### src/design/negacyclic_poly_arith_mod_q_unit_defines.svh
// ----------------------------------------------------------------------------
// Negacyclic polynomial unit assertion macros
// Concurrent assertion wrappers, compiled out for synthesis.
// ----------------------------------------------------------------------------
`ifndef NEGACYCLIC_POLY_ARITH_MOD_Q_UNIT_DEFINES_SVH
`define NEGACYCLIC_POLY_ARITH_MOD_Q_UNIT_DEFINES_SVH

`ifndef SYNTHESIS
`define NPA_ASSERT_IMPL(label, clk, rst_n, ante, cons) \
  label: assert property (@(posedge clk) disable iff (!rst_n) (ante) |-> (cons)) \
    else $error("npa assertion failed");
`define NPA_ASSERT_NEXT(label, clk, rst_n, ante, cons) \
  label: assert property (@(posedge clk) disable iff (!rst_n) (ante) |=> (cons)) \
    else $error("npa assertion failed");
`else
`define NPA_ASSERT_IMPL(label, clk, rst_n, ante, cons)
`define NPA_ASSERT_NEXT(label, clk, rst_n, ante, cons)
`endif

`endif

### src/design/npa_pkg.sv
// ----------------------------------------------------------------------------
// npa_pkg
// Shared constants, codes and types of the negacyclic polynomial unit.
// ----------------------------------------------------------------------------
`timescale 1ns / 1ps

package npa_pkg;

  localparam int RING_DEGREE = 256;
  localparam int IDX_W       = $clog2(RING_DEGREE);
  localparam int COEF_W      = 24;
  localparam int SUM_W       = COEF_W + 2;
  localparam int KIN_W       = 8;
  localparam int CFG_IDX_W   = 2;

  localparam logic [1:0] OP_ADD   = 2'd0;
  localparam logic [1:0] OP_SUB   = 2'd1;
  localparam logic [1:0] OP_MUL   = 2'd2;
  localparam logic [1:0] OP_SCALE = 2'd3;

  localparam logic OPC_LOAD = 1'b0;
  localparam logic OPC_READ = 1'b1;

  localparam logic [CFG_IDX_W-1:0] CFG_MODULUS = 2'd0;
  localparam logic [CFG_IDX_W-1:0] CFG_OP      = 2'd1;
  localparam logic [CFG_IDX_W-1:0] CFG_SCALAR  = 2'd2;

  localparam logic [COEF_W-1:0] MODULUS_RST = 24'd3329;
  localparam logic [COEF_W-1:0] SCALAR_RST  = 24'd1;

  // one multiply/reduce token moving down the cell row
  typedef struct packed {
    logic              valid;
    logic              last;
    logic              neg;
    logic [COEF_W-1:0] m;
    logic [COEF_W-1:0] y;
    logic [COEF_W-1:0] r;
    logic [COEF_W-1:0] aux;
  } npa_tok_t;

  function automatic logic [COEF_W-1:0] mod_add(logic [COEF_W-1:0] x,
                                                logic [COEF_W-1:0] y,
                                                logic [COEF_W-1:0] q);
    logic [COEF_W:0] s;
    s = {1'b0, x} + {1'b0, y};
    if (s >= {1'b0, q}) begin
      s = s - {1'b0, q};
    end
    return s[COEF_W-1:0];
  endfunction

  function automatic logic [COEF_W-1:0] mod_sub(logic [COEF_W-1:0] x,
                                                logic [COEF_W-1:0] y,
                                                logic [COEF_W-1:0] q);
    logic [COEF_W:0] s;
    if (x >= y) begin
      s = {1'b0, x} - {1'b0, y};
    end else begin
      s = {1'b0, x} + {1'b0, q} - {1'b0, y};
    end
    return s[COEF_W-1:0];
  endfunction

endpackage

### src/design/npa_acc.sv
// ----------------------------------------------------------------------------
// npa_acc
// Final combine: add/sub of reduced pair, scalar pass, or negacyclic sum.
// ----------------------------------------------------------------------------
`timescale 1ns / 1ps

module npa_acc
  import npa_pkg::*;
(
  input  logic              clk,
  input  logic              rst_n,
  input  logic [COEF_W-1:0] q,
  input  logic [1:0]        op,
  input  npa_tok_t          tok,
  output logic              res_valid,
  output logic [COEF_W-1:0] res_value
);

  logic [COEF_W-1:0] acc_r;
  logic [COEF_W-1:0] acc_nxt;
  logic [COEF_W-1:0] sum;

  always_comb begin
    sum = tok.neg ? mod_sub(acc_r, tok.r, q) : mod_add(acc_r, tok.r, q);
    case (op)
      OP_ADD:   res_value = mod_add(tok.aux, tok.r, q);
      OP_SUB:   res_value = mod_sub(tok.aux, tok.r, q);
      OP_MUL:   res_value = sum;
      OP_SCALE: res_value = tok.r;
      default:  res_value = tok.r;
    endcase
    acc_nxt = acc_r;
    if (tok.valid) begin
      acc_nxt = tok.last ? '0 : sum;
    end
  end

  always_ff @(posedge clk) begin
    if (!rst_n) begin
      acc_r <= '0;
    end else begin
      acc_r <= acc_nxt;
    end
  end

  assign res_valid = tok.valid && tok.last;

endmodule

### config.mk
export PLATFORM = sky130hd
export DESIGN_NAME = npa_acc
export DESIGN_NICKNAME = d
export VERILOG_FILES = /design/src/design/negacyclic_poly_arith_mod_q_unit_defines.svh /design/src/design/npa_pkg.sv /design/src/design/npa_acc.sv
export SDC_FILE = /design/constraint.sdc
export NUM_CORES = 1
export LEC_CHECK = 0
export BUFFER_PORTS_ARGS = -buffer_cell sky130_fd_sc_hd__buf_2
export CAP_MARGIN = 25
export CORE_MARGIN = 3
export CORE_UTILIZATION = 58
export CTS_BUF_LIST = sky130_fd_sc_hd__clkbuf_16
export DETAILED_ROUTE_END_ITERATION = 16
export PLACE_DENSITY = 0.79
export SKIP_LAST_GASP = 1
export SLEW_MARGIN = 30
export SYNTH_ARGS = -nofsm -noshare
export SYNTH_HDL_FRONTEND = slang
export SYNTH_SLANG_ARGS = --single-unit
### constraint.sdc
create_clock -name clk -period 18 [get_ports clk]
set_input_delay 3.6 -clock clk [delete_from_list [all_inputs] [get_ports clk]]
set_output_delay 3.6 -clock clk [all_outputs]
set_load 0.1 [all_outputs]
## Word level (Yosys, flattened, before mapping)

Index checks and enable logic that the tools add are counted.
W data, S select, Z words.

- Register bits after elaboration: 24
- Input bits: 127

- Add/sub/neg operators: 10
- Order comparisons: 4
- Equality and inequality tests: 3
- Mux-type cells: 7
- Reductions and logical operators: 2

Operator list:

| kind | number |
|---|---|
| $mux W24 | 6 |
| $sub A24 B24 Y24 | 6 |
| $pmux W24 S4 | 1 |
| $add A24 B24 Y25 | 2 |
| $ge A25 B24 Y1 | 2 |
| $add A24 B24 Y24 | 2 |
| $ge A24 B24 Y1 | 2 |
| $eq A2 B2 Y1 const B | 2 |
| $eq A2 B1 Y1 const B | 1 |
| $logic_not A2 Y1 | 1 |
| $logic_and A1 B1 Y1 | 1 |

## Longest topological paths before layout

Gate-level depths: netlist (run 1).

- Word-level depth: 5
- Depth in mapped cells: 24
- Depth with buffers taken out: 21

## Worst setup path after synthesis (run 1)

No wires, ideal clock.

- Kind: input to output
- Start: input tok[24] in the netlist's numbering
- End: output res_value[15]
- Arrival: 10.000 ns
- Data required time: 14.400 ns
- Setup slack: 4.400 ns
- Cell stages on the path: 22
- Path buffers: 2
- Cells stage by stage: ha_1 > inv_1 > fa_1 > o21bai_2 > o211ai_2 > a2111oi_2 > a21oi_1 > a31o_2 > o311a_1 > o31a_1 > xor2_1 > ha_1 > a21oi_1 > nand2_1 > a211oi_1 > and3_4 > nand2_2 > buf_6 > buf_6 > o211ai_1 > o21ai_0 > a221oi_1

- Longest elaborated chain between the ends: 5

RTL lines:

| what | RTL line | source |
|---|---|---|
| start: declaration | npa_acc.sv:14 | `input npa_tok_t tok,` |
| $add A24 B24 Y25 | npa_pkg.sv:46 | `s = {1'b0, x} + {1'b0, y};` |
| $sub A24 B24 Y24 / $ge A25 B24 Y1 (equally long branches) | npa_pkg.sv:48, npa_pkg.sv:47 |  |
| $mux W24 | npa_pkg.sv:47 | `if (s >= {1'b0, q}) begin` |
| $mux W24 | npa_acc.sv:24 | `sum = tok.neg ? mod_sub(acc_r, tok.r, q) : mod_add(acc_r, tok.r, q);` |
| $pmux W24 S4 (*) | npa_acc.sv:25 | `case (op)` |
| end: declaration | npa_acc.sv:16 | `output logic [COEF_W-1:0] res_value` |

Mark *: on every way between the ends. The rest lies on a longest branch, timed or not.

## Worst setup path after layout (run 1)

- Start: input tok[25] in the netlist's numbering
- End: output res_value[15]

The elaborated chain is that of the path after synthesis.

==> results.ini, run 1 <==
[routing]
vias=14520
drc=0
firstDrtPassIters=8
wl_met3_um=4849
vias_per_cell=6.426
highest_layer=met4
wl_met2_um=19890
wl_per_cell_um=20.23
met1_length_um=19570
drtIter0Drc=1536
antenna_left=0
wl_um=45710

[cells_and_area]
largest_reg_flops=24
antenna_cells=0
drive_gt1_frac=0.09348
area_growth_pct=4.955
fin_nets=2318
top_regs=acc_r x24
stdcell_area_um2=14360
largest-register=acc_r

[logic_synthesis]
synth_nets=2282
synth_top_family_by_area=compound AO/OA/AOI/OAI gates
synth_cells=1913
synth_seq_cells=24
yosysWarnings=0
mappedNetlistArea_um2=13690
synth_compound_area_frac=0.3082
synth-main-ff-cell=dfxtp_1
postSynthAreaPerCell_um2=7.154
synth.area.mux_share=0.03876
synth_simple_gate_area_share=0.1813
ys_types=95
seq_area_frac_synth=0.03511
synth_edf_count=0
synth-async-reset-ratio=0
synth-xor-area-share=0.09408
synthAdderAreaFrac=0.2498

[place]
dp_hpwl_um=38660
placed_area_um2=14290
gp_congestion=0.9937
io_buffer_count=103
place_ws_ps=4618

[sta]
slew_headroom=0.4107
finalHoldViolCount=0
drv_slew=0
fin_ws_ps=4489
setup_viol=0
worst_pin_slew_ps=882.9
hold_slack_ps=519.2
finalSetupTns_ps=0
period_minus_slack_ps=13510
fmax_ghz=0.07401
rsz0062_at_grt=false
period_share=0.7506
fin_skew_ps=4.295

[floorplan]
io_pins=152
num_rows=55
die_h_um=159.6
initial_core_util=0.5972
dieArea_um2=25480
die_w_um=159.6
core_area_um2=22920

[min_path]
hold_depth=2
min_path_type=reg -> reg
hold_end=acc_r[13]
hp-start=acc_r[13]

[worst_setup_path]
worst_path_max_delay_cell=fa_1
arrival_ps=9910
worstPathRequired_ps=14400
startpoint_type=input port
r2r_slack_ps=12050
worst_setup_path_end_kind=output pin
r2r_end=acc_r[21]
reg2reg_depth=20
rr_startpoint=acc_r[1]
slowest_delay_ps=530
crit_fanout=20
path_cells=buf_2, inv_1, fa_1, o21bai_2, o211ai_2, a2111oi_2, a21oi_1, a31o_2, o311a_1, xnor2_1, ha_1, a21oi_1, o21ai_1, nand3_1, nand2_1, a211oi_1, and3_4, nand2_2, o211ai_1, o21ai_0, a221oi_1, buf_2
crit_type=in -> out

[clock_tree]
clockBufferDepth=2
clkLatencyLatePin_ps=270
htreeDepth=1
clkTransAtPathRegs_ps=60
post_cts_resized=0
cts_hold_buf=0
cts_tree=built
post_cts.repair.setup_buffers=0
cts_sinks=24
cts-buffers-inserted=3
root_buffer=clkbuf_16

[flow_run]
maxCapViolations=0

[grt]
antenna_found_initial=0
overflow=0
grt_start_max_net_pins=42
grt_pass1_vias=13230
grtUsageTotal=0.3405
grt_pass1_wl_um=70230

[power]
peakVddDrop_mv=0.06867
total_power_uw=1298
leakagePower_uw=0.006666
power_density_nw_per_um2=90.36

[outcome]
outcome=complete, no violations

-- cell usage in the layout (no fill, tap or decap), types with 30 or more instances in the layout --
master,instances
fa_1,52
inv_1,242
o211ai_1,41
a21oi_1,173
buf_2,103
ha_1,190
a21o_1,44
nor2_1,138
nand3_1,49
xnor2_1,104
xor2_1,43
nand2_1,136
o21ai_0,112
nor3_1,37
o21a_1,30
-- kinds of logic after synthesis --
family | after synthesis
AO/OA/AOI/OAI | 625
AND/OR/NAND/NOR | 513
buffers and inverters | 322
adder cells (fa/ha/maj) | 242
XOR/XNOR | 147
multiplexers | 40
flip-flops | 24
-- worst max-delay path by stage --
stage	start	to	slack (ps)	depth (start not counted)
after floorplan	tok[24]	res_value[15]	4400	22
after global placement	tok[25]	res_value[15]	4610	22
after detailed placement	tok[25]	res_value[15]	4620	22
after CTS	tok[25]	res_value[15]	4610	22
after global routing	tok[25]	res_value[15]	4260	21
final	tok[25]	res_value[15]	4490	22
-- through the flow --
stage / std cells / utilization
floorplan: 1913 / -
CTS: 2260 / 0.6268
detailed placement: 2257 / 0.6235
finish: 2260 / 0.6268
global placement: 2257 / 0.6233
global route: 2260 / 0.6268
-- cells in the mapped netlist, types with 11 or more instances --
master	instances	area, um^2
mux2_2	20	225.2
buf_2	19	95.09
o211ai_1	41	307.8
fa_1	52	1041
nand2b_1	27	168.9
o311ai_0	12	105.1
a211oi_1	28	210.2
a21o_1	44	330.3
o21a_1	30	225.2
a21oi_1	173	865.8
nor2_1	139	521.8
nor3_1	37	185.2
o31ai_1	11	82.58
mux2i_1	11	110.1
a31oi_1	19	118.9
nand4_1	17	106.4
xnor2_1	104	910.9
nor4_1	14	87.58
dfxtp_1	24	480.5
o21ai_0	112	560.5
xor2_1	43	376.6
nor2b_1	23	143.9
nand2_1	136	510.5
o21bai_1	23	172.7
inv_1	242	908.4
ha_1	190	2377
nand3_1	49	245.2
clkbuf_1	47	176.4
-- area by class of cell --
cell class,instances,area [um^2]
well taps,313,391.6
inverters,245,919.6
flip-flops and latches,24,480.5
fillers,2123,8552
clock buffers,3,75.07
repair buffers,108,553.0
multi-input cells,1567,11940
-- routing by layer --
metal,track usage,up-vias
met1,0.4866,6786
met3,0.03268,78
li1,-,6918
met2,0.5424,740
met4,0.1055,0
met5,0,-
-- power breakdown --
part,total [uW],switching [uW],internal [uW]
sequential,67.8,8.06,59.8
clock,49.3,19.8,29.5
combinational,1180,755,426
total,1300,783,515
-- critical path, delay by kind of cell --
family | cells | cell delay, ps
AO/OA/AOI/OAI | 12 | 3390
AND/OR/NAND/NOR | 4 | 790
XOR/XNOR | 1 | 270
buffers and inverters | 3 | 980
adder cells (fa/ha/maj) | 2 | 870
No activity file was read; power rests on OpenSTA's default activity.
==> run 2: changes to the inputs <==
CORE_UTILIZATION = 57   (was 58)
PLACE_DENSITY = 0.81   (was 0.79)
clock period = 12.3 ns   (was 18 ns; I/O delays follow)
==> run 2 against run 1 <==
  * Final area up 0.50%
  * Setup slack worse by 3500 ps
  * Worst hold slack better by 16 ps
  * Register-to-register slack worse by 5700 ps
  * Final cell count up 0.66%
  * Clock-buffer cell count unchanged
  * Clock skew down 2.0 ps
  * Wire length up 2.0%
  * Via count about the same
  * Die area up 1.7%
  * Critical path type unchanged
==> results.ini, run 2 (synthesis results as in run 1) <==
[outcome]
outcome=complete, no violations

[cells_and_area]
fin_nets=2326  ; +0.35%
largest-register=acc_r
final_common_cell=inv_1
final_cell_mix=inv_1 (242), ha_1 (190), a21oi_1 (173), nor2_1 (138), nand2_1 (136)
final_cell_count_no_fill=2275  ; +0.66%
largest_reg_flops=24  ; unchanged
area_growth_pct=5.476
antenna_cells=0  ; unchanged
top_regs=acc_r x24
drive_gt1_frac=0.09714  ; +0.003660

[clock_tree]
clkLatencyLatePin_ps=270  ; about the same
cts_sinks=24  ; unchanged
cts_tree=built
clkTransAtPathRegs_ps=60  ; about the same
clockBufferDepth=2  ; unchanged
cts_hold_buf=0  ; unchanged
root_buffer=clkbuf_16
htreeDepth=1  ; unchanged
post_cts_resized=0  ; unchanged
post_cts.repair.setup_buffers=0  ; unchanged
cts-buffers-inserted=3  ; unchanged

[worst_setup_path]
r2r_slack_ps=6330  ; -5720 ps
rr_startpoint=acc_r[1]
cp-startpoint=tok[25]
arrival_ps=8870  ; -1040 ps
worstPathRequired_ps=9840  ; -4560 ps
startpoint_type=input port
r2r_end=acc_r[21]
slowest_delay_ps=520  ; about the same
crit_fanout=20  ; unchanged
crit_type=in -> out
worst_path_max_delay_cell=buf_2
reg2reg_depth=20  ; unchanged
cp-endpoint=res_value[15]
path_cells=buf_2, inv_1, buf_4, fa_1, o21bai_2, o211ai_2, a2111oi_2, a21oi_1, a31o_2, o311a_1, xnor2_1, ha_1, a21oi_1, o21ai_1, nand3_1, nand2_1, a211oi_1, and3_4, nand2_2, o211ai_1, o21ai_0, a221oi_1, buf_2
worst_setup_path_end_kind=output pin

[grt]
grtUsageTotal=0.3443  ; +0.003822
overflow=0  ; unchanged
antenna_found_initial=0  ; unchanged
grt_pass1_wl_um=71560  ; +1.9%
grt_pass1_vias=13350  ; +0.91%
grt_start_max_net_pins=42  ; unchanged

[sta]
rsz0062_at_grt=false
period_minus_slack_ps=11330
finalHoldViolCount=0  ; unchanged
worst_pin_slew_ps=906.2  ; +23.27 ps
finalSetupTns_ps=0  ; unchanged
slew_headroom=0.3944  ; -0.01633
drv_slew=0  ; unchanged
fmax_ghz=0.08829
setup_viol=0  ; unchanged
fin_skew_ps=2.276  ; -2.019 ps
fin_ws_ps=973.3  ; -3515 ps
period_share=0.9209

[routing]
drc=0  ; unchanged
wl_um=46610  ; +2.0%
firstDrtPassIters=6  ; -2
vias_per_cell=6.388  ; -0.58%
antenna_left=0  ; unchanged
vias=14530  ; +0.076%
drtIter0Drc=1518  ; -1.2%
wl_per_cell_um=20.49  ; +1.3%

[place]
place_ws_ps=1148  ; -3469 ps
io_buffer_count=103  ; unchanged
place_inst=2271  ; +0.62%
dp_hpwl_um=39540  ; +2.3%
gp_congestion=1.051  ; +5.7%

[power]
power_density_nw_per_um2=132.4  ; +47%
leakagePower_uw=0.006706  ; +0.60%
total_power_uw=1911  ; +47%
peakVddDrop_mv=0.1180  ; +72%

[min_path]
hp-start=acc_r[9]
min_path_type=reg -> reg

[floorplan]
dieArea_um2=25900  ; +1.7%
die_h_um=161.0  ; +0.84%
num_rows=56  ; +1.8%
io_pins=152  ; unchanged
initial_core_util=0.5813  ; -0.01590
die_w_um=161.0  ; +0.84%
core_area_um2=23540  ; +2.7%

[flow_run]
maxCapViolations=0  ; unchanged

## run 2: worst min path at each step
stage	to	slack [ps]	cells after the start
after floorplan	acc_r[17]	480	2
after global placement	acc_r[13]	500	2
after detailed placement	acc_r[9]	520	2
after CTS	acc_r[9]	530	2
after global routing	acc_r[11]	560	2
final	acc_r[9]	540	2
## run 2: area by class of cell
| type | count | area, um^2 |
|---|---|---|
| tap | 319 | 399.1 |
| inverter | 245 | 919.6 |
| clock inverter | 1 | 3.754 |
| fill | 2245 | 9107 |
| clock buffer | 3 | 75.07 |
| sequential | 24 | 480.5 |
| timing repair buffer | 116 | 613.1 |
| multi-input combinational | 1567 | 11940 |
## run 2: report_power, final
part	switching [uW]	internal (uW)	total (uW)
registers	11.6	87.5	99.1
clock network	30.9	43.6	74.5
logic	1110	626	1740
## run 2: metrics by stage
step	hold slack, ps	cell area, um^2	util
after floorplan	479.0	13690	-
after global placement	499.0	14350	0.6096
after detailed placement	517.2	14360	0.6098
final	535.6	14440	0.6131
after global routing	557.7	14440	0.6131
after CTS	527.0	14440	0.6131
## run 2: metal layers
layer	GRT usage	routed length (um)	up-vias
met3	0.03173	4672	91
met1	0.4997	20330	6800
met5	0	0	-
met4	0.09621	1493	0
li1	-	-	6936
met2	0.5459	20120	706
## run 2: worst max-delay path: cells and delay by family
family / cells / cell delay (ps)
xor+xnor: 1 / 270
simple gates: 4 / 800
compound gates: 12 / 3480
fa+ha+maj: 2 / 820
buf+inv: 4 / 1020
