--- src/design/negacyclic_poly_arith_mod_q_unit_defines.svh ---
// ----------------------------------------------------------------------------
// Negacyclic polynomial unit assertion macros
// Concurrent assertion wrappers, compiled out for synthesis.
// ----------------------------------------------------------------------------
`ifndef NEGACYCLIC_POLY_ARITH_MOD_Q_UNIT_DEFINES_SVH
`define NEGACYCLIC_POLY_ARITH_MOD_Q_UNIT_DEFINES_SVH

`ifndef SYNTHESIS
`define NPA_ASSERT_IMPL(label, clk, rst_n, ante, cons) \
  label: assert property (@(posedge clk) disable iff (!rst_n) (ante) |-> (cons)) \
    else $error("npa assertion failed");
`define NPA_ASSERT_NEXT(label, clk, rst_n, ante, cons) \
  label: assert property (@(posedge clk) disable iff (!rst_n) (ante) |=> (cons)) \
    else $error("npa assertion failed");
`else
`define NPA_ASSERT_IMPL(label, clk, rst_n, ante, cons)
`define NPA_ASSERT_NEXT(label, clk, rst_n, ante, cons)
`endif

`endif

--- src/design/npa_pkg.sv ---
// ----------------------------------------------------------------------------
// npa_pkg
// Shared constants, codes and types of the negacyclic polynomial unit.
// ----------------------------------------------------------------------------
`timescale 1ns / 1ps

package npa_pkg;

  localparam int RING_DEGREE = 256;
  localparam int IDX_W       = $clog2(RING_DEGREE);
  localparam int COEF_W      = 24;
  localparam int SUM_W       = COEF_W + 2;
  localparam int KIN_W       = 8;
  localparam int CFG_IDX_W   = 2;

  localparam logic [1:0] OP_ADD   = 2'd0;
  localparam logic [1:0] OP_SUB   = 2'd1;
  localparam logic [1:0] OP_MUL   = 2'd2;
  localparam logic [1:0] OP_SCALE = 2'd3;

  localparam logic OPC_LOAD = 1'b0;
  localparam logic OPC_READ = 1'b1;

  localparam logic [CFG_IDX_W-1:0] CFG_MODULUS = 2'd0;
  localparam logic [CFG_IDX_W-1:0] CFG_OP      = 2'd1;
  localparam logic [CFG_IDX_W-1:0] CFG_SCALAR  = 2'd2;

  localparam logic [COEF_W-1:0] MODULUS_RST = 24'd3329;
  localparam logic [COEF_W-1:0] SCALAR_RST  = 24'd1;

  // one multiply/reduce token moving down the cell row
  typedef struct packed {
    logic              valid;
    logic              last;
    logic              neg;
    logic [COEF_W-1:0] m;
    logic [COEF_W-1:0] y;
    logic [COEF_W-1:0] r;
    logic [COEF_W-1:0] aux;
  } npa_tok_t;

  function automatic logic [COEF_W-1:0] mod_add(logic [COEF_W-1:0] x,
                                                logic [COEF_W-1:0] y,
                                                logic [COEF_W-1:0] q);
    logic [COEF_W:0] s;
    s = {1'b0, x} + {1'b0, y};
    if (s >= {1'b0, q}) begin
      s = s - {1'b0, q};
    end
    return s[COEF_W-1:0];
  endfunction

  function automatic logic [COEF_W-1:0] mod_sub(logic [COEF_W-1:0] x,
                                                logic [COEF_W-1:0] y,
                                                logic [COEF_W-1:0] q);
    logic [COEF_W:0] s;
    if (x >= y) begin
      s = {1'b0, x} - {1'b0, y};
    end else begin
      s = {1'b0, x} + {1'b0, q} - {1'b0, y};
    end
    return s[COEF_W-1:0];
  endfunction

endpackage

--- src/design/npa_cell.sv ---
// ----------------------------------------------------------------------------
// npa_cell
// One step of MSB-first interleaved modular multiplication: r = 2r + bit*m mod q.
// ----------------------------------------------------------------------------
`timescale 1ns / 1ps

module npa_cell
  import npa_pkg::*;
(
  input  logic              clk,
  input  logic              rst_n,
  input  logic [COEF_W-1:0] q,
  input  npa_tok_t          tok_i,
  output npa_tok_t          tok_o
);

  npa_tok_t          tok_r;
  logic [SUM_W-1:0]  t;
  logic [SUM_W-1:0]  q1;
  logic [SUM_W-1:0]  q2;
  logic [SUM_W-1:0]  red;

  always_comb begin
    q1 = SUM_W'(q);
    q2 = {1'b0, q, 1'b0};
    t  = SUM_W'({tok_i.r, 1'b0}) + (tok_i.y[COEF_W-1] ? SUM_W'(tok_i.m) : '0);
    if (t >= q2) begin
      red = t - q2;
    end else if (t >= q1) begin
      red = t - q1;
    end else begin
      red = t;
    end
  end

  always_ff @(posedge clk) begin
    if (!rst_n) begin
      tok_r.valid <= 1'b0;
    end else begin
      tok_r.valid <= tok_i.valid;
    end
    tok_r.last <= tok_i.last;
    tok_r.neg  <= tok_i.neg;
    tok_r.m    <= tok_i.m;
    tok_r.y    <= {tok_i.y[COEF_W-2:0], 1'b0};
    tok_r.r    <= red[COEF_W-1:0];
    tok_r.aux  <= tok_i.aux;
  end

  assign tok_o = tok_r;

endmodule

--- config.mk ---
export PLATFORM = sky130hd
export DESIGN_NAME = npa_cell
export DESIGN_NICKNAME = d
export VERILOG_FILES = /design/src/design/negacyclic_poly_arith_mod_q_unit_defines.svh /design/src/design/npa_pkg.sv /design/src/design/npa_cell.sv
export SDC_FILE = /design/constraint.sdc
export NUM_CORES = 1
export LEC_CHECK = 0
export BUFFER_PORTS_ARGS = -buffer_cell sky130_fd_sc_hd__buf_4
export CORE_ASPECT_RATIO = 0.7
export CORE_UTILIZATION = 50
export CTS_CLUSTER_DIAMETER = 50
export DETAILED_ROUTE_END_ITERATION = 12
export GPL_TIMING_DRIVEN = 0
export HOLD_SLACK_MARGIN = 0.12
export PLACE_DENSITY = 0.81
export RECOVER_POWER = 25
export SETUP_SLACK_MARGIN = 0.5
export SYNTH_ARGS = -nofsm -noshare
export SYNTH_HDL_FRONTEND = slang
export SYNTH_SLANG_ARGS = --single-unit
--- constraint.sdc ---
create_clock -name clk -period 7.4 [get_ports clk]
set_input_delay 1.11 -clock clk [delete_from_list [all_inputs] [get_ports clk]]
set_output_delay 1.11 -clock clk [all_outputs]
set_load 0.1 [all_outputs]
Word level (Yosys, flattened, before mapping)
Cells that the tools add are included.
{ "totals": {"register_bits": 98, "input_bits": 125, "out_inout_bits": 99, "wordCells": 15} }
{ "op_classes": {"n_addsub": 3, "magnitude_cmp": 2, "n_mux": 3} }
{ "op_table": {"columns": ["cell", "n"], "rows": [
  ["$mux W24", 3],
  ["$sub A24 B24 Y24", 2],
  ["$add A25 B24 Y26", 1],
  ["$ge A26 B24 Y1", 1],
  ["$ge A26 B25 Y1", 1]
]} }

Logic depth before layout (Yosys ltp)
Gate-level depths: netlist (run 1).
{ "depth": {"ltp_word": 5, "ltp_mapped": 23, "mapped_depth_nobuf": 21} }

Worst setup path after synthesis (run 1)
Ideal clock, no wire load.
{ "synth_path": {"path_kind": "input -> register", "from": "input tok_i[73] (netlist name)", "to": "register tok_r, in the netlist tok_o[33]", "setup_ns": 0.128, "t_arrival_ns": 5.649, "required_time_ns": 7.272, "setup_slack_ns": 1.624, "cell_stages": 23, "n_path_buf": 2, "cell_sequence": "and2_1 > ha_1 > fa_1 > a211oi_1 > nor3_1 > nor3_1 > nor2b_1 > o21ai_0 > nand2b_1 > xor2_1 > ha_1 > and3_1 > a221oi_1 > nor2_1 > a311oi_2 > o221ai_1 > nor3_1 > nor3_1 > or4_1 > buf_2 > clkbuf_1 > nand2_1 > o21ai_1"} }
{ "synth_between": {"elab_chain_cells": 5, "elab_cells_between_ends": 8, "classes_between": "3 x add/sub; 2 x order compare; 3 x mux"} }
{ "synth_rtl": {"columns": ["item", "line_no", "text"], "rows": [
  ["start: declaration", "npa_cell.sv:13", "input npa_tok_t tok_i,"],
  ["$mux W24 *", "npa_cell.sv:26", "t = SUM_W'({tok_i.r, 1'b0}) + (tok_i.y[COEF_W-1] ? SUM_W'(tok_i.m) : '0);"],
  ["$add A25 B24 Y26 *", "npa_cell.sv:26", null],
  ["$sub A24 B24 Y24 / $ge A26 B24 Y1 (equally long branches)", "npa_cell.sv:30, npa_cell.sv:29", null],
  ["$mux W24", "npa_cell.sv:29", "end else if (t >= q1) begin"],
  ["$mux W24 *", "npa_cell.sv:27", "if (t >= q2) begin"],
  ["net red[9]", "npa_cell.sv:21", "logic [SUM_W-1:0] red;"],
  ["end: declaration", "npa_cell.sv:17", "npa_tok_t tok_r;"]
]} }
Mark *: on every way through the listed nets, which the timed path passes. The rest lies on a longest branch.
A chain may end at the register's enable or synchronous reset.

Final worst setup path (run 1)
{ "layout_path": {"from": "input tok_i[71] (netlist name)", "to": "register tok_r, in the netlist tok_o[39]"} }
Same word-level chain as after synthesis.

==> metrics.txt, run 1 <==
status completed; Syn Area/Cell 9.24 um^2; unrepaired setup endpoints after global routing false; Total GRT Usage 0.295; cts bufs inserted 9; Routed Antenna Nets 0; switching part of the total 0.506; Antenna diodes 0; Via-to-Cell Ratio 5.51; drt total wl 18.7 mm; Final Hold Viols 0; Max Root-Sink Buffers 2; post-synthesis cell count between 600 and 700; leading area contributor after synthesis dfxtp_1; Max Cap Viol 0; area of the multi-input gates 3880 um^2; Cell Area, Synth 6030 um^2; worst-margin pin slew 0.811 ns; routability congestion estimate between 0.9 and 1; Critical Path End Type flip-flop; hold_buf cts 0; Pre-antenna DRT Iters 5; Relative slew margins 0.459; hpwl dp 15.0 mm; critical setup path kind input pin to flip-flop; clock root buffer clkbuf_16; hold slack 0.859 ns; CTS resizes 0; Layout Nets 1085; PnR worst setup slack 0.814 ns; 1st-iter DRT viols a little under 400; Final period util 0.890; Slowest cell on crit path or4_1; die height 93.9 um; f_max between 150 and 200 MHz; Sw Pwr 0.00139 W; IO Pins 224; Synth top area share 0.325; Min Clock Period, post-route 6.59 ns; first-pass GRT wire length 28.4 mm; Site Rows 33; # fillers 968; CP startpoint kind input pin; Critical Path Most Common Cell nor3_1; share of cells above drive strength 1 0.293; critical path data required time between 7 and 8 ns; Post-CTS Setup Inserts 0; initial core utilization 0.515; drt drc 0; initial antenna violation count 0; PortBufs 222; Clk pin slew, worst setup/hold paths 0.08 ns; vias 5777; commonest non-fill, non-tap cell in the layout buf_4; vias in the first global route 5449; Comb power frac 0.584; Netlist cell types 59; final setup violation count 0; setup TNS 0 ns; Die Area 12500 um^2; P per Cell Area between 300 and 400 nW/um^2; Post-synth EDFFs 0; register bit total from synthesis roughly 100; Primary FF master, synth dfxtp_1; post-synthesis sequential area ratio 0.325; Crit path largest cell delay between 0.4 and 0.5 ns; P&R area growth vs syn 36.5%; worst vdd ir approximately 0.34 mV; H-tree depth 3; Core ar. 11700 um^2; max FFs per register 98; Hold WC Path Type input pin to flip-flop; Reg area 1960 um^2; Critical Path, Cell by Cell buf_4 -> and2_1 -> ha_1 -> fa_1 -> a211oi_1 -> nor3_1 -> nor3_2 -> nor2b_1 -> o21ai_0 -> nand2b_1 -> xor2_2 -> ha_1 -> and3_1 -> a221oi_2 -> nor2_1 -> a311oi_2 -> o221ai_1 -> nor3_1 -> nor3_1 -> or4_1 -> buf_2 -> clkbuf_1 -> nand2_1 -> o21ai_1; syn nets about 850; CP Max Fanout 10; largest net degree at the start of global routing 20; commonest cells after routing, fill and taps aside 174 x buf_4, 98 x dfxtp_1, 71 x ha_1; Async SR Flop Fraction 0; Final Max Tran Viols 0; Pint 0.00136 W; Overflow after GRT 0; Reg power frac 0.234; Pleak 4.03 nW; average wire per standard cell 17.8 um; top cells by area, synth dfxtp_1 33%, ha_1 15%, xnor2_1 5.5%; worst slack at placement ~0.28 ns; CTS tree done; clock power share 0.183; synth warn 0; Hold Path Depth 1; Critical Path AT 6.79 ns; die width 133 um; clock sink count 98
logic make-up (layout without fill, tap and decap cells):
kind of cell / count (synthesis) / after routing / share of synthesized area
compound gates: 190 / 190 / 0.217
fa+ha+maj: 74 / 74 / 0.157
simple gates: 148 / 148 / 0.125
flops: 98 / 98 / 0.325
other cells: 1 / 1 / 0.000621
buf+inv: 51 / 289 / 0.0352
mux: 34 / 34 / 0.0570
xor+xnor: 57 / 57 / 0.0827
power groups by stage:
| stage | registers (W) | logic [W] | clock network (W) |
|---|---|---|---|
| finish | 0.000643 | 0.00161 | 0.000503 |
| global route | 0.000651 | 0.00169 | 0.000531 |
| CTS | 0.000643 | 0.00159 | 0.000510 |
| detailed placement | 0.000653 | 0.00158 | 0 |
| global placement | 0.000651 | 0.00156 | 0 |
| floorplan | 0.00129 | 0.000598 | 0 |
metrics by stage:
stage / power, W / cell area [um^2] / util / std cells
4_1_cts: 0.00275 / 8220 / 0.701 / 1048
5_1_grt: 0.00287 / 8230 / 0.702 / 1048
2_1_floorplan: 0.00188 / 6030 / - / 653
6_report: 0.00275 / 8230 / 0.702 / 1048
3_3_place_gp: 0.00222 / 7900 / 0.673 / 1032
3_5_place_dp: 0.00224 / 7900 / 0.673 / 1032
cell usage after synthesis (3+ instances only):
library cell	instances
o21ai_0	29
a211o_1	3
or3_1	3
nand4_1	9
a211oi_1	4
nand3_1	11
xnor2_1	38
a21oi_1	50
and2_1	27
nor2b_1	8
a211oi_2	3
nand2b_1	9
dfxtp_1	98
inv_1	42
ha_1	71
nor3_1	13
and3_1	7
nand2_1	26
clkbuf_1	4
o31ai_1	3
nor2_1	31
a21o_1	26
mux2i_1	31
a31oi_1	3
o21ai_1	17
o21bai_1	13
o21a_1	9
xor2_1	19
o211ai_1	5
fa_1	3
layer usage:
metal,up-vias,share of wire,track usage
met4,0,0.017,0.0616
met3,36,0.081,0.0615
li1,2822,-,-
met1,2670,0.44,0.386
met5,-,0,0
met2,249,0.46,0.502
final timing paths:
kind              slack, ns  startpoint   endpoint
hold / removal         0.86   tok_i[82]  tok_o[82]
setup / recovery       0.81   tok_i[71]  tok_o[39]
worst max-delay path, delay by kind of cell:
family	cells	cell delay, ns
AND/OR/NAND/NOR	11	1.94
adder cells (fa/ha/maj)	3	1.05
XOR/XNOR	1	0.23
AO/OA/AOI/OAI	6	1.76
buffers and inverters	3	0.68
cell type report:
cell class | count | share of cell area
Tap cell | 157 | 0.0239
Timing Repair Buffer | 222 | 0.202
Clock buffer | 9 | 0.0274
Multi-Input combinational cell | 504 | 0.471
Sequential cell | 98 | 0.238
Clock inverter | 7 | 0.0112
Inverter | 42 | 0.0191
Buffer | 9 | 0.00669
No activity file was read; power rests on OpenSTA's default activity.
==> run 2, diff against run 1 <==
--- a/config.mk
+++ b/config.mk
@@ -5,16 +5,18 @@
 export SDC_FILE = /design/constraint.sdc
 export NUM_CORES = 1
 export LEC_CHECK = 0
+export ABC_AREA = 1
 export BUFFER_PORTS_ARGS = -buffer_cell sky130_fd_sc_hd__buf_4
 export CORE_ASPECT_RATIO = 0.7
-export CORE_UTILIZATION = 50
+export CORE_UTILIZATION = 53
 export CTS_CLUSTER_DIAMETER = 50
 export DETAILED_ROUTE_END_ITERATION = 12
 export GPL_TIMING_DRIVEN = 0
 export HOLD_SLACK_MARGIN = 0.12
-export PLACE_DENSITY = 0.81
+export PLACE_DENSITY = 0.82
 export RECOVER_POWER = 25
 export SETUP_SLACK_MARGIN = 0.5
+export SLEW_MARGIN = 20
 export SYNTH_ARGS = -nofsm -noshare
 export SYNTH_HDL_FRONTEND = slang
 export SYNTH_SLANG_ARGS = --single-unit
==> metrics.txt, run 2 <==
status completed; Worst Hold Launch tok_i[54]; H-tree depth 3; syn nets 1348; Max Cap Viol 0; synth warn 0; worst-margin pin slew 0.932 ns; IO Pins between 200 and 250; met1 global-route usage 0.521; 1st-iter DRT viols around 940; Critical Path End Type flip-flop; initial core utilization 0.553; drt total wl 25.4 mm; clock power share 0.180; # fillers around 1200; Die Area 14500 um^2; cts bufs inserted 9; CP startpoint kind input pin; Overflow after GRT 0; Reg power frac 0.218; Pleak 5.60 nW; GRT met3 Usage 0.0936; CTS resizes 0; Sw Pwr 0.00158 W; Clk pin slew, worst setup/hold paths 0.08 ns; Hold WC Path Type input pin to flip-flop; largest net degree at the start of global routing 20; Netlist cell types 40; clock root buffer clkbuf_16; Most Crowded Layer GR met1; switching part of the total 0.540; CTS tree done; total chip power 0.00293 W; P per Cell Area 304 nW/um^2; unrepaired setup endpoints after global routing false; Via-to-Cell Ratio 5.31; Syn Area/Cell 6.45 um^2; top cells by area, synth dfxtp_1 26%, nand2_1 22%, ha_1 12%; Cell Area, Synth 7420 um^2; die width between 100 and 150 um; Final Hold Viols 0; first-pass GRT wire length slightly below 40 mm; commonest non-fill, non-tap cell in the layout nand2_1; Slowest cell on crit path a21boi_0; Final Max Tran Viols 0; average wire per standard cell 16.2 um; area of the multi-input gates roughly 4700 um^2; Layout Nets 1581; clock sink count 98; Primary FF master, synth dfxtp_1; Pre-antenna DRT Iters 7; Pint between 0.001 and 0.0015 W; Routed Antenna Nets 0; synth cell count leaders 429 x nand2_1, 165 x inv_1, 98 x dfxtp_1; Site Rows 35; Crit path largest cell delay 0.78 ns; drt drc 0; final setup violation count 0; post-synthesis sequential area ratio 0.265; max FFs per register 98; Total GRT Usage 0.352; share of cells above drive strength 1 0.203; crit path from tok_i[71]; Post-CTS Setup Inserts 0; hpwl dp 21.2 mm; Antenna diodes 0; Async SR Flop Fraction 0; worst vdd ir 0.299 mV; leading area contributor after synthesis dfxtp_1; CP Max Fanout 10; setup TNS 0 ns; hold_buf cts 0; vias in the first global route 7458; P&R area growth vs syn 29.9%; die height around 100 um; met2 usage 0.502; Comb power frac 0.602; Critical Path Most Common Cell nand2_1; Synth top area share 0.265; post-synthesis cell count 1149; initial antenna violation count 1; commonest cells after routing, fill and taps aside 429 x nand2_1, 174 x buf_4, 165 x inv_1; vias 8342; register bit total from synthesis 98; Critical Path AT 5.43 ns; Post-synth EDFFs 0; Final period util 0.700; f_max 193 MHz; Max Root-Sink Buffers 2; Min Clock Period, post-route 5.18 ns; critical path data required time 7.65 ns; routability congestion estimate 0.996; Critical Path, Cell by Cell buf_4 -> clkbuf_1 -> nand2_1 -> inv_1 -> ha_1 -> nand2_1 -> nand3_1 -> nand2_1 -> nand2_1 -> xor2_1 -> ha_1 -> a21oi_1 -> a21boi_0 -> o21ai_0 -> nand3b_1 -> nand2_1 -> xor2_1 -> nand2_1 -> nand2_1; PortBufs roughly 220; most common cell in the synthesized netlist nand2_1; critical setup path kind input pin to flip-flop; Reg area 1960 um^2; Relative slew margins 0.373; Core ar. 13400 um^2
[run 2: path summary, 6_finish.rpt]
kind                        end  slack [ns]  cells after the start
worst max-delay path  tok_o[41]        2.22                     19
worst min-delay path  tok_o[55]        0.86                      1
[run 2: stage by stage]
step	utilization	instances	worst slack (ns)	area [um^2]	hold slack [ns]
after floorplan	-	1149	3.36	7420	1.14
after global routing	0.719	1572	2.05	9630	0.855
after global placement	0.695	1556	2.17	9310	1.21
final	0.719	1572	2.22	9630	0.855
after detailed placement	0.695	1556	2.19	9310	1.22
after CTS	0.719	1572	2.48	9630	0.839
[run 2: kinds of logic after synthesis]
kind of cell | synth area share
other cells | 0.000506
xor+xnor | 0.0555
buf+inv | 0.102
simple gates | 0.366
fa+ha+maj | 0.128
flops | 0.265
compound gates | 0.0837
[run 2: per-layer routing]
metal	part of all wire	vias to the layer above
met3	0.13	41
met5	0.00035	-
li1	-	4127
met2	0.40	467
met4	0.015	2
met1	0.45	3705
[run 2: layout make-up]
type | count | area share
Buffer | 15 | 0.0117
Sequential cell | 98 | 0.204
Inverter | 171 | 0.0666
Clock inverter | 7 | 0.00974
Tap cell | 185 | 0.0240
Clock buffer | 9 | 0.0234
Multi-Input combinational cell | 865 | 0.488
Timing Repair Buffer | 222 | 0.173
[run 2: critical path, delay by kind of cell]
family / cells / cell delay, ns
compound gates: 3 / 1.52
buf+inv: 3 / 0.63
fa+ha+maj: 2 / 0.64
simple gates: 9 / 1.02
xor+xnor: 2 / 0.51
[run 2: power by group through the flow]
stage	Sequential, W	Clock [W]	Combinational, W
after floorplan	0.00127	0	0.000696
after global placement	0.000646	0	0.00171
after detailed placement	0.000650	0	0.00172
after CTS	0.000639	0.000527	0.00174
after global routing	0.000648	0.000548	0.00188
final	0.000639	0.000527	0.00177
==> run 3, diff against run 2 <==
--- a/config.mk
+++ b/config.mk
@@ -8,12 +8,12 @@
 export ABC_AREA = 1
 export BUFFER_PORTS_ARGS = -buffer_cell sky130_fd_sc_hd__buf_4
 export CORE_ASPECT_RATIO = 0.7
-export CORE_UTILIZATION = 53
+export CORE_UTILIZATION = 48
 export CTS_CLUSTER_DIAMETER = 50
 export DETAILED_ROUTE_END_ITERATION = 12
 export GPL_TIMING_DRIVEN = 0
 export HOLD_SLACK_MARGIN = 0.12
-export PLACE_DENSITY = 0.82
+export PLACE_DENSITY = 0.78
 export RECOVER_POWER = 25
 export SETUP_SLACK_MARGIN = 0.5
 export SLEW_MARGIN = 20
==> constraint.sdc (replaced) <==
create_clock -name clk -period 4.4 [get_ports clk]
set_input_delay 0.66 -clock clk [delete_from_list [all_inputs] [get_ports clk]]
set_output_delay 0.66 -clock clk [all_outputs]
set_load 0.1 [all_outputs]
==> metrics.txt, run 3 (synthesis results as in run 2) <==
initial core utilization 0.497; GRT met3 Usage 0.0918; IO Pins 224; die height 106 um; Core ar. 14900 um^2; fin util 0.734; Layout Nets 1614; Max Cap Viol 0; Crit path largest cell delay roughly 0.43 ns; Pleak 5.86 nW; vias 8611; Pint 0.00242 W; critical setup path kind input pin to flip-flop; Final Hold Viols 0; first-pass GRT wire length 39.7 mm; met1 global-route usage 0.492; final cell count without fillers 1615; met2 usage 0.451; switching part of the total 0.536; Relative slew margins 0.535; Critical Path AT 4.12 ns; Die Area 16000 um^2; Hold WC Path Type input pin to flip-flop; drt total wl about 27 mm; CP Max Fanout 8; 1st-iter DRT viols between 900 and 1000; Clk pin slew, worst setup/hold paths roughly 0.090 ns; Sw Pwr 0.00280 W; CP startpoint kind input pin; routability congestion estimate 0.977; P per Cell Area between 400 and 500 nW/um^2; Routed Antenna Nets 0; clock power share 0.159; final setup violation count 0; Final Max Tran Viols 0; status completed; Most Crowded Layer GR met1; commonest cells after routing, fill and taps aside 389 x nand2_1, 204 x buf_4, 160 x inv_1; Critical Path End Type flip-flop; hpwl dp 21.3 mm; worst vdd ir 0.541 mV; commonest non-fill, non-tap cell in the layout nand2_1; total chip power 0.00522 W; max FFs per register 98; clock sink count 98; Comb power frac 0.636; setup TNS 0 ns; Slowest cell on crit path fa_2; clock root buffer clkbuf_16; Worst Hold Launch tok_i[79]; PortBufs 222; Site Rows 37; Final period util 0.877; die width 151 um; share of cells above drive strength 1 0.317; f_max 259 MHz; Pre-antenna DRT Iters 5; Max Root-Sink Buffers 2; Reg power frac 0.205; Cell Count Post-Placement about 1600; critical path data required time 4.66 ns; vias in the first global route ~7500; average wire per standard cell between 15 and 20 um; CTS tree done; Overflow after GRT 0; H-tree depth 3; P&R area growth vs syn 47.6%; Placement Cell Area 9330 um^2; initial antenna violation count 1; Min Clock Period, post-route 3.86 ns; hold_buf cts 0; Critical Path Most Common Cell nand2_1; Hold Path Depth 1; cts bufs inserted 9; Antenna diodes 0; hold worst-path end tok_o[79]; drt drc 0; worst-margin pin slew between 0.6 and 0.7 ns; largest net degree at the start of global routing 21; unrepaired setup endpoints after global routing true; Final Cell Area approximately 11000 um^2; Total GRT Usage 0.326; Via-to-Cell Ratio 5.33
## run 3: routing by layer
| layer | vias to the layer above | routed length (um) |
|---|---|---|
| li1 | 4193 | - |
| met1 | 3912 | 12400 |
| met2 | 468 | 11300 |
| met3 | 38 | 3430 |
| met4 | 0 | 368 |
| met5 | - | 0 |
## run 3: layout make-up
class / count / area (um^2)
inverters: 171 / 642
well taps: 195 / 244
plain buffers: 15 / 144
clock inverters: 7 / 78.8
repair buffers: 255 / 1960
multi-input cells: 865 / 5690
flip-flops and latches: 98 / 1960
fillers: 1228 / 3960
clock buffers: 9 / 225
## run 3: power by group through the flow
stage	clock network (W)	logic [W]	registers (W)
CTS	0.000836	0.00304	0.00107
global placement	0	0.00290	0.00109
finish	0.000829	0.00332	0.00107
global route	0.000873	0.00351	0.00108
detailed placement	0	0.00291	0.00109
floorplan	0	0.00117	0.00214
## run 3: per-stage QoR
stage          worst slack [ns]  hold slack (ns)
2_1_floorplan             0.813            0.688
3_3_place_gp             -0.365            0.764
3_5_place_dp             -0.381            0.765
4_1_cts                   0.502            0.385
5_1_grt                   0.410            0.396
6_report                  0.540            0.396
## run 3: how the worst max path moves through the flow
stage / from / end / slack [ns] / depth (start not counted)
2_1_floorplan: tok_i[71] / tok_o[28] / 0.81 / 25
4_1_cts: tok_i[71] / tok_o[39] / 0.50 / 29
3_3_place_gp: tok_i[71] / tok_o[41] / -0.36 / 19
5_1_grt: tok_i[71] / tok_o[43] / 0.41 / 24
6_report: tok_i[71] / tok_o[43] / 0.54 / 26
3_5_place_dp: tok_i[71] / tok_o[41] / -0.38 / 19
## run 3: critical path, delay by kind of cell
kind | cells | cell delay, ns
XOR/XNOR | 1 | 0.18
AND/OR/NAND/NOR | 18 | 1.87
buffers and inverters | 4 | 0.45
adder cells (fa/ha/maj) | 3 | 0.97
## run 3: timing repair
item,CTS,global route
setup buffers,7,24
endpoints found under the hold margin,0,0
resized for setup,70,127
endpoints found under the setup margin,24,24
pin swaps,10,39
cloned,0,2
